**config.mk**
```make
export PLATFORM = sky130hd
export DESIGN_NAME = epoch_to_calendar_core
export DESIGN_NICKNAME = d
export VERILOG_FILES = /design/src/rtl/e2c_pkg.sv /design/src/rtl/epoch_to_calendar_core.sv
export SDC_FILE = /design/constraint.sdc
export NUM_CORES = 2
export LEC_CHECK = 0
export BUFFER_PORTS_ARGS = -buffer_cell sky130_fd_sc_hd__clkbuf_2
export CORE_AREA = 2 2 264 266
export CTS_CLUSTER_SIZE = 25
export DETAILED_ROUTE_END_ITERATION = 8
export DIE_AREA = 0 0 266 268
export HOLD_SLACK_MARGIN = 0.1
export PLACE_DENSITY = 0.88
export SLEW_MARGIN = 40
export SYNTH_ARGS = -nofsm -noshare
export SYNTH_HDL_FRONTEND = slang
export SYNTH_SLANG_ARGS = --single-unit
```
**constraint.sdc**
```tcl
create_clock -name clk -period 7.15 [get_ports clk]
set_clock_uncertainty 0.1 [all_clocks]
set_input_delay 1.43 -clock clk [delete_from_list [all_inputs] [get_ports clk]]
set_output_delay 1.43 -clock clk [all_outputs]
set_load 0.02 [all_outputs]
```
**src/rtl/e2c_pkg.sv**
```systemverilog
// ----------------------------------------------------------------------------
// e2c_pkg
// Constants and types for the epoch to calendar converter.
// ----------------------------------------------------------------------------
package e2c_pkg;

  localparam int unsigned NSTAGE = 8;

  // reciprocal multipliers, exact over each operand's range
  localparam logic [31:0] RECIP_60   = 32'h8888_8889;
  localparam int unsigned SHIFT_60   = 37;
  localparam logic [31:0] RECIP_24   = 32'hAAAA_AAAB;
  localparam int unsigned SHIFT_24   = 36;
  localparam logic [16:0] RECIP_7    = 17'd74899;
  localparam int unsigned SHIFT_7    = 19;
  localparam logic [15:0] RECIP_1461 = 16'd45934;
  localparam int unsigned SHIFT_1461 = 26;

  localparam logic [15:0] DAYS_1968_TO_1970 = 16'd731;
  localparam logic [10:0] CYCLE_DAYS        = 11'd1461;
  localparam logic [10:0] YEAR1_START       = 11'd366;
  localparam logic [10:0] YEAR2_START       = 11'd731;
  localparam logic [10:0] YEAR3_START       = 11'd1096;
  localparam logic [7:0]  YEARS_1968_TO_2000 = 8'd32;

  localparam logic [8:0] MONTH_START [12] = '{
    9'd0, 9'd31, 9'd59, 9'd90, 9'd120, 9'd151,
    9'd181, 9'd212, 9'd243, 9'd273, 9'd304, 9'd334
  };

  typedef struct packed {
    logic [4:0] hours;
    logic [5:0] minutes;
    logic [5:0] seconds;
  } tod_t;

endpackage

```
**src/rtl/epoch_to_calendar_core.sv**
```systemverilog
// ----------------------------------------------------------------------------
// epoch_to_calendar_core
// Unix second count to calendar date, weekday and time of day.
// ----------------------------------------------------------------------------
// The input channel takes one 32-bit epoch word per cycle; a word is taken
// when in_valid is high and in_stall is low. The output channel presents the
// year offset from 2000, month, day, weekday, hours, minutes, seconds and a
// before-2000 flag as one word, taken when out_valid is high and out_stall
// is low.
// Throughput is one word per cycle while the output is not stalled, through
// an 8-stage pipeline, with the divisions by 60, 24, 7 and 1461 done as
// constant-reciprocal multiplies spread over the stages.
// Each stage holds its own valid bit. A stall on the output freezes only the
// stages that are full up to it, so empty slots fill while the receiver
// waits; in_stall rises only once every stage holds a word. No word is lost
// or repeated.
// Reset empties the pipeline: out_valid drops and in_stall goes low.
// ----------------------------------------------------------------------------
module epoch_to_calendar_core import e2c_pkg::*; (
  input  logic        clk,
  input  logic        rst_n,
  input  logic        in_valid,
  output logic        in_stall,
  input  logic [31:0] in_epoch_seconds,
  output logic        out_valid,
  input  logic        out_stall,
  output logic [6:0]  out_year_since_2000,
  output logic [3:0]  out_month,
  output logic [4:0]  out_day_of_month,
  output logic [2:0]  out_weekday,
  output logic [4:0]  out_hours,
  output logic [5:0]  out_minutes,
  output logic [5:0]  out_seconds,
  output logic        out_before_2000
);

  logic [NSTAGE:1] vld_r;
  logic [NSTAGE:1] adv;

  always_comb begin
    adv[NSTAGE] = !vld_r[NSTAGE] || !out_stall;
    for (int k = NSTAGE - 1; k >= 1; k--) begin
      adv[k] = !vld_r[k] || adv[k+1];
    end
  end

  assign in_stall = !adv[1];

  always_ff @(posedge clk) begin
    if (!rst_n) begin
      vld_r <= '0;
    end else begin
      if (adv[1]) begin
        vld_r[1] <= in_valid;
      end
      for (int k = 2; k <= NSTAGE; k++) begin
        if (adv[k]) begin
          vld_r[k] <= vld_r[k-1];
        end
      end
    end
  end

  // stage 1: capture
  logic [31:0] e1_r;

  // stage 2: total minutes
  logic [26:0] qm2_r;
  logic [5:0]  elo2_r;
  logic [63:0] p60a;

  // stage 3: seconds, total hours
  logic [5:0]  sec3_r;
  logic [20:0] qh3_r;
  logic [5:0]  qmlo3_r;
  logic [63:0] p60b;
  logic [5:0]  m60a;
  logic [5:0]  sec3_nxt;

  // stage 4: minutes, day count
  logic [5:0]  sec4_r;
  logic [5:0]  min4_r;
  logic [15:0] dq4_r;
  logic [4:0]  qhlo4_r;
  logic [63:0] p24;
  logic [5:0]  min4_nxt;

  // stage 5: hours, days since 1968
  tod_t        tod5_r;
  logic [15:0] days5_r;
  logic [4:0]  m24;
  logic [4:0]  hrs5_nxt;

  // stage 6: week and cycle quotients
  tod_t        tod6_r;
  logic [15:0] days6_r;
  logic [12:0] wk6_r;
  logic [5:0]  cyc6_r;
  logic [32:0] p7;
  logic [31:0] p1461;

  // stage 7: weekday, year, day of year
  tod_t        tod7_r;
  logic [2:0]  dow7_r;
  logic [8:0]  yday7_r;
  logic        leap7_r;
  logic [6:0]  yoff7_r;
  logic        early7_r;
  logic [2:0]  wk7lo;
  logic [10:0] cyc_days;
  logic [10:0] ic;
  logic [1:0]  yiy;
  logic [10:0] ystart;
  logic [10:0] yday_full;
  logic [7:0]  ycount;
  logic        early_nxt;
  logic [7:0]  yoff_full;

  // stage 8: month, day of month
  tod_t        tod8_r;
  logic [2:0]  dow8_r;
  logic [6:0]  yoff8_r;
  logic        early8_r;
  logic [3:0]  mon8_r;
  logic [4:0]  dom8_r;
  logic [3:0]  mon_nxt;
  logic [8:0]  mstart;
  logic [8:0]  dom_full;

  assign p60a = e1_r * RECIP_60;

  assign p60b     = qm2_r * RECIP_60;
  assign m60a     = 6'(qm2_r[5:0] * 6'd60);
  assign sec3_nxt = elo2_r - m60a;

  assign p24      = qh3_r * RECIP_24;
  assign min4_nxt = qmlo3_r - 6'(qh3_r[5:0] * 6'd60);

  assign m24      = 5'(dq4_r[4:0] * 5'd24);
  assign hrs5_nxt = qhlo4_r - m24;

  assign p7    = days5_r * RECIP_7;
  assign p1461 = days5_r * RECIP_1461;

  always_comb begin
    wk7lo    = 3'(wk6_r[2:0] * 3'd7);
    cyc_days = {5'b0, cyc6_r} * CYCLE_DAYS;
    ic       = days6_r[10:0] - cyc_days;
    if (ic >= YEAR3_START) begin
      yiy    = 2'd3;
      ystart = YEAR3_START;
    end else if (ic >= YEAR2_START) begin
      yiy    = 2'd2;
      ystart = YEAR2_START;
    end else if (ic >= YEAR1_START) begin
      yiy    = 2'd1;
      ystart = YEAR1_START;
    end else begin
      yiy    = 2'd0;
      ystart = '0;
    end
    yday_full = ic - ystart;
    ycount    = {cyc6_r, 2'b00} + {6'b0, yiy};
    early_nxt = ycount < YEARS_1968_TO_2000;
    yoff_full = early_nxt ? 8'd0 : ycount - YEARS_1968_TO_2000;
  end

  always_comb begin
    logic [8:0] st;
    mon_nxt = 4'd1;
    mstart  = '0;
    for (int i = 0; i < 12; i++) begin
      st = MONTH_START[i] + {8'b0, leap7_r && (i >= 2)};
      if (yday7_r >= st) begin
        mon_nxt = 4'(i + 1);
        mstart  = st;
      end
    end
    dom_full = yday7_r - mstart + 9'd1;
  end

  always_ff @(posedge clk) begin
    if (adv[1]) begin
      e1_r <= in_epoch_seconds;
    end
    if (adv[2]) begin
      qm2_r  <= p60a[SHIFT_60+26:SHIFT_60];
      elo2_r <= e1_r[5:0];
    end
    if (adv[3]) begin
      sec3_r  <= sec3_nxt;
      qh3_r   <= p60b[SHIFT_60+20:SHIFT_60];
      qmlo3_r <= qm2_r[5:0];
    end
    if (adv[4]) begin
      sec4_r  <= sec3_r;
      min4_r  <= min4_nxt;
      dq4_r   <= p24[SHIFT_24+15:SHIFT_24];
      qhlo4_r <= qh3_r[4:0];
    end
    if (adv[5]) begin
      tod5_r.seconds <= sec4_r;
      tod5_r.minutes <= min4_r;
      tod5_r.hours   <= hrs5_nxt;
      days5_r        <= dq4_r + DAYS_1968_TO_1970;
    end
    if (adv[6]) begin
      tod6_r  <= tod5_r;
      days6_r <= days5_r;
      wk6_r   <= p7[SHIFT_7+12:SHIFT_7];
      cyc6_r  <= p1461[SHIFT_1461+5:SHIFT_1461];
    end
    if (adv[7]) begin
      tod7_r   <= tod6_r;
      dow7_r   <= days6_r[2:0] - wk7lo + 3'd1;
      yday7_r  <= yday_full[8:0];
      leap7_r  <= (yiy == 2'd0);
      yoff7_r  <= yoff_full[6:0];
      early7_r <= early_nxt;
    end
    if (adv[8]) begin
      tod8_r   <= tod7_r;
      dow8_r   <= dow7_r;
      yoff8_r  <= yoff7_r;
      early8_r <= early7_r;
      mon8_r   <= mon_nxt;
      dom8_r   <= dom_full[4:0];
    end
  end

  assign out_valid           = vld_r[NSTAGE];
  assign out_year_since_2000 = yoff8_r;
  assign out_month           = mon8_r;
  assign out_day_of_month    = dom8_r;
  assign out_weekday         = dow8_r;
  assign out_hours           = tod8_r.hours;
  assign out_minutes         = tod8_r.minutes;
  assign out_seconds         = tod8_r.seconds;
  assign out_before_2000     = early8_r;

endmodule

```
==> impl_table.tex <==
\begin{tabular}{lr}
\hline
Metric & Value \\
\hline
\multicolumn{2}{l}{\textbf{Min path}} \\
Terminating pin of the worst hold path & tod6\_r[9]\$\_DFFE\_PP\_ \\
Hold WC Path Type & flop to flop \\
Hold Crit Depth & 0 \\
Hold wc startpoint & tod5\_r[9]\$\_DFFE\_PP\_ \\
\multicolumn{2}{l}{\textbf{STA}} \\
Achievable clock frequency & approximately 0.14 GHz \\
Relative slew margins & between 40\% and 50\% \\
Number of max-slew violations in the final report & 0 \\
Final setup viols & 0 \\
Final Hold Slack & between 0.3 and 0.4 ns \\
Share of the clock period used by the worst path & 98.0\% \\
Minimum clock period after layout & approximately 7 ns \\
Final-report hold violation count & 0 \\
Setup TNS after final layout & 0 ns \\
Transition time of the tightest slew-check pin & 0.823 ns \\
Setup repair after global routing missed its margin & no \\
\multicolumn{2}{l}{\textbf{GRT}} \\
Number of global-route vias before repair & 29200 \\
Leftover overflow at the end of global routing & 0 \\
Global-route wire length before repair & about 150000 µm \\
Maximum number of pins on one net before global-route repair & 39 \\
Initial antenna violation count & 1 \\
Total global-route track usage & a little over a quarter \\
\multicolumn{2}{l}{\textbf{Finish}} \\
Share of final-layout standard cells stronger than drive strength 1 & about 5.3\% \\
Top library cells by usage in the layout, fill and taps aside & 947 x inv\_1, 901 x ha\_1, 554 x fa\_1 \\
Most common library cell in the layout ignoring fill and taps & inv\_1 \\
Non-filler instance count after layout & between 4000 and 5000 \\
Syn-to-layout area delta & 7.03\% \\
Number of nets in the finished design & 5311 \\
Diode insertion count for antenna repair & 0 \\
\multicolumn{2}{l}{\textbf{Critical path}} \\
Worst EP arrival & 7.26 ns \\
Crit-path max cell delay & about 0.54 ns \\
Largest fanout on the critical path & 6 \\
Cell with the largest stage delay on the worst path & fa\_1 \\
Register-to-Register Path Depth & 20 \\
Series of cell instances along the critical path & ha\_1 -> inv\_1 -> fa\_1 -> fa\_1 -> inv\_1 -> fa\_1 -> fa\_1 -> fa\_1 -> fa\_1 -> ha\_1 -> and4\_1 -> nand3\_1 -> nor2\_1 -> o21ai\_0 -> a21oi\_1 -> o21ai\_1 -> o31ai\_4 -> o41ai\_2 -> o21bai\_1 -> xor2\_1 \\
Required @ worst endpoint & between 7 and 8 ns \\
CP Launch Point & e1\_r[5]\$\_DFFE\_PN\_ \\
Setup CP Type & flop to flop \\
Worst R2R Setup Slack & roughly 0.14 ns \\
Critical Path End Type & flop \\
Kind of cell adding the most delay to the critical path & adder cells \\
Startpoint class of the critical path & flop \\
Critical path buffers and inverters & 2 \\
Worst R2R Start & e1\_r[5]\$\_DFFE\_PN\_ \\
Worst reg2reg path endpoint & qm2\_r[25]\$\_DFFE\_PP\_ \\
Critical path's most frequent cell & fa\_1 \\
\multicolumn{2}{l}{\textbf{Synthesis}} \\
Number of storage elements in the synthesis netlist & $\sim$280 \\
Proportion of synthesized flip-flops having asynchronous set or reset & 0\% \\
Count of distinct cell types in the synthesized netlist & 67 \\
Synth Area per Inst & 11.0 µm² \\
Mapped cell area & $\sim$41000 µm² \\
Net count after synthesis & between 5000 and 6000 \\
Number of cells produced by synthesis & about 3700 \\
Yosys synthesis warning count & 0 \\
EDFF count, synth & approximately 280 \\
Part of the Yosys area used for sequential elements & a little over a fifth \\
Prevailing post-synth register cell & edfxtp\_1 \\
\multicolumn{2}{l}{\textbf{Clocking}} \\
H-tree depth & 1 \\
Clock-pin slew of the registers on the worst-case setup and hold paths & 0.07 ns \\
Number of clock sinks & 284 \\
Number of buffers created by CTS & 31 \\
CTS tree & built \\
Maximum root-to-sink buffer count & 3 \\
Clock root buffer master & clkbuf\_16 \\
Worst skew pair latency & roughly 0.62 ns \\
\multicolumn{2}{l}{\textbf{Detailed routing}} \\
Average wire per standard cell & 19.2 µm \\
DR vias & $\sim$27000 \\
Number of routed nets with antenna violations & 0 \\
Routed wire length & around 90000 µm \\
Post-route DRC & 0 \\
Vias per cell & 5.76 \\
Iteration-0 DRC Markers & between 2000 and 2500 \\
Pre-Repair DR Iteration Count & 5 \\
\multicolumn{2}{l}{\textbf{Placed design}} \\
Count of input and output buffers & 74 \\
Routability cong. & roughly 0.96 \\
Placed wire-length estimate after detailed placement & about 76000 µm \\
Cell count after placement & 4661 \\
\multicolumn{2}{l}{\textbf{Outcome}} \\
Outcome & complete, no violations \\
\multicolumn{2}{l}{\textbf{Floorplanning}} \\
Starting Density & between 50\% and 60\% \\
Die outline width & roughly 270 µm \\
Core Box Area & a little under 70000 µm² \\
Area enclosed by the die boundary & slightly above 70000 µm² \\
Number of rows in the core area & 96 \\
Total I/O pin count & 75 \\
Die span in y & approximately 270 µm \\
\multicolumn{2}{l}{\textbf{Job}} \\
Max cap viols & 0 \\
\hline
\end{tabular}
-- final cells by class --
| type | instances | area [µm²] |
|---|---|---|
| clock buffers | 34 | 787 |
| clock inverters | 23 | 230 |
| fillers | 4833 | 24800 |
| inverters | 949 | 3560 |
| multi-input cells | 2433 | 28600 |
| flip-flops and latches | 284 | 8450 |
| well taps | 882 | 1100 |
| repair buffers | 115 | 678 |
-- per-layer routing --
metal / part of all wire [%] / up-vias / routed length, µm / track usage (%)
li1: - / 12500 / - / -
met5: 0 / - / 0 / 0
met3: 6.6 / 258 / 6000 / 3.78
met1: 39 / 13400 / 35500 / 32.7
met4: 4.0 / 0 / 3620 / 9.38
met2: 50 / 1029 / 45400 / 46.3
-- synthesized netlist by cell type (6+ instances only) --
library cell / count / area [µm²]
nor2_1: 95 / 357
o21ai_0: 82 / 410
clkbuf_1: 15 / 56.3
fa_1: 557 / 11200
dfxtp_1: 8 / 160
a21oi_1: 153 / 766
nand3_1: 37 / 185
o211ai_1: 9 / 67.6
nand2b_1: 12 / 75.1
and3_1: 18 / 113
and2_1: 10 / 62.6
o31ai_1: 9 / 67.6
nor3_1: 27 / 135
a211oi_1: 17 / 128
o21bai_1: 26 / 195
nor2b_1: 14 / 87.6
o21a_1: 30 / 225
xnor2_1: 98 / 858
nand2_1: 79 / 297
or4_1: 6 / 45.0
a31oi_1: 8 / 50.1
xor2_1: 34 / 298
ha_1: 904 / 11300
inv_1: 949 / 3560
nand4_1: 32 / 200
edfxtp_1: 276 / 8290
a21o_1: 75 / 563
-- sequential cells by signal, summed over array words and instances, names as in the netlist, 7 cells and up --
| signal | cells |
|---|---|
| tod5_r | 17 |
| qh3_r | 21 |
| yday7_r | 9 |
| yoff7_r | 7 |
| days5_r | 16 |
| tod6_r | 17 |
| qm2_r | 27 |
| tod7_r | 17 |
| out_year_since_2000 | 7 |
| days6_r | 11 |
| e1_r | 32 |
| vld_r | 8 |
| dq4_r | 16 |
-- stage by stage --
step	util (%)	area, µm²	setup WS [ns]
floorplan	-	40600	0.287
global placement	62.0	42300	0.103
detailed placement	62.0	42300	0.0514
CTS	63.5	43300	0.0163
global route	63.7	43400	0.00507
finish	63.7	43400	0.141
-- kinds of logic after synthesis --
family	count (synthesis)	synth area share [%]
compound gates	484	7.78
xor+xnor	132	2.85
fa+ha+maj	1461	55.3
buf+inv	964	8.92
flops	284	20.8
simple gates	356	4.30
-- timing repair --
| item | CTS | global route |
|---|---|---|
| buffers inserted | 0 | 2 |
| endpoints found under the hold margin | 0 | 0 |
| hold buffers | 0 | 0 |
| endpoints found under the setup margin | 0 | 15 |
| gates resized for setup | 0 | 19 |
-- worst max path at each step --
stage	endpoint	slack, ns	cells past startpoint
after floorplan	dq4_r[15]$_DFFE_PP_	0.29	22
after CTS	dq4_r[15]$_DFFE_PP_	0.02	22
after global routing	dq4_r[15]$_DFFE_PP_	0.005	22
after detailed placement	dq4_r[15]$_DFFE_PP_	0.05	22
final	qm2_r[25]$_DFFE_PP_	0.14	20
after global placement	dq4_r[15]$_DFFE_PP_	0.10	22
Power is not shown: default switching activity piles up to over one toggle a cycle in this logic, so the estimate is an artifact.
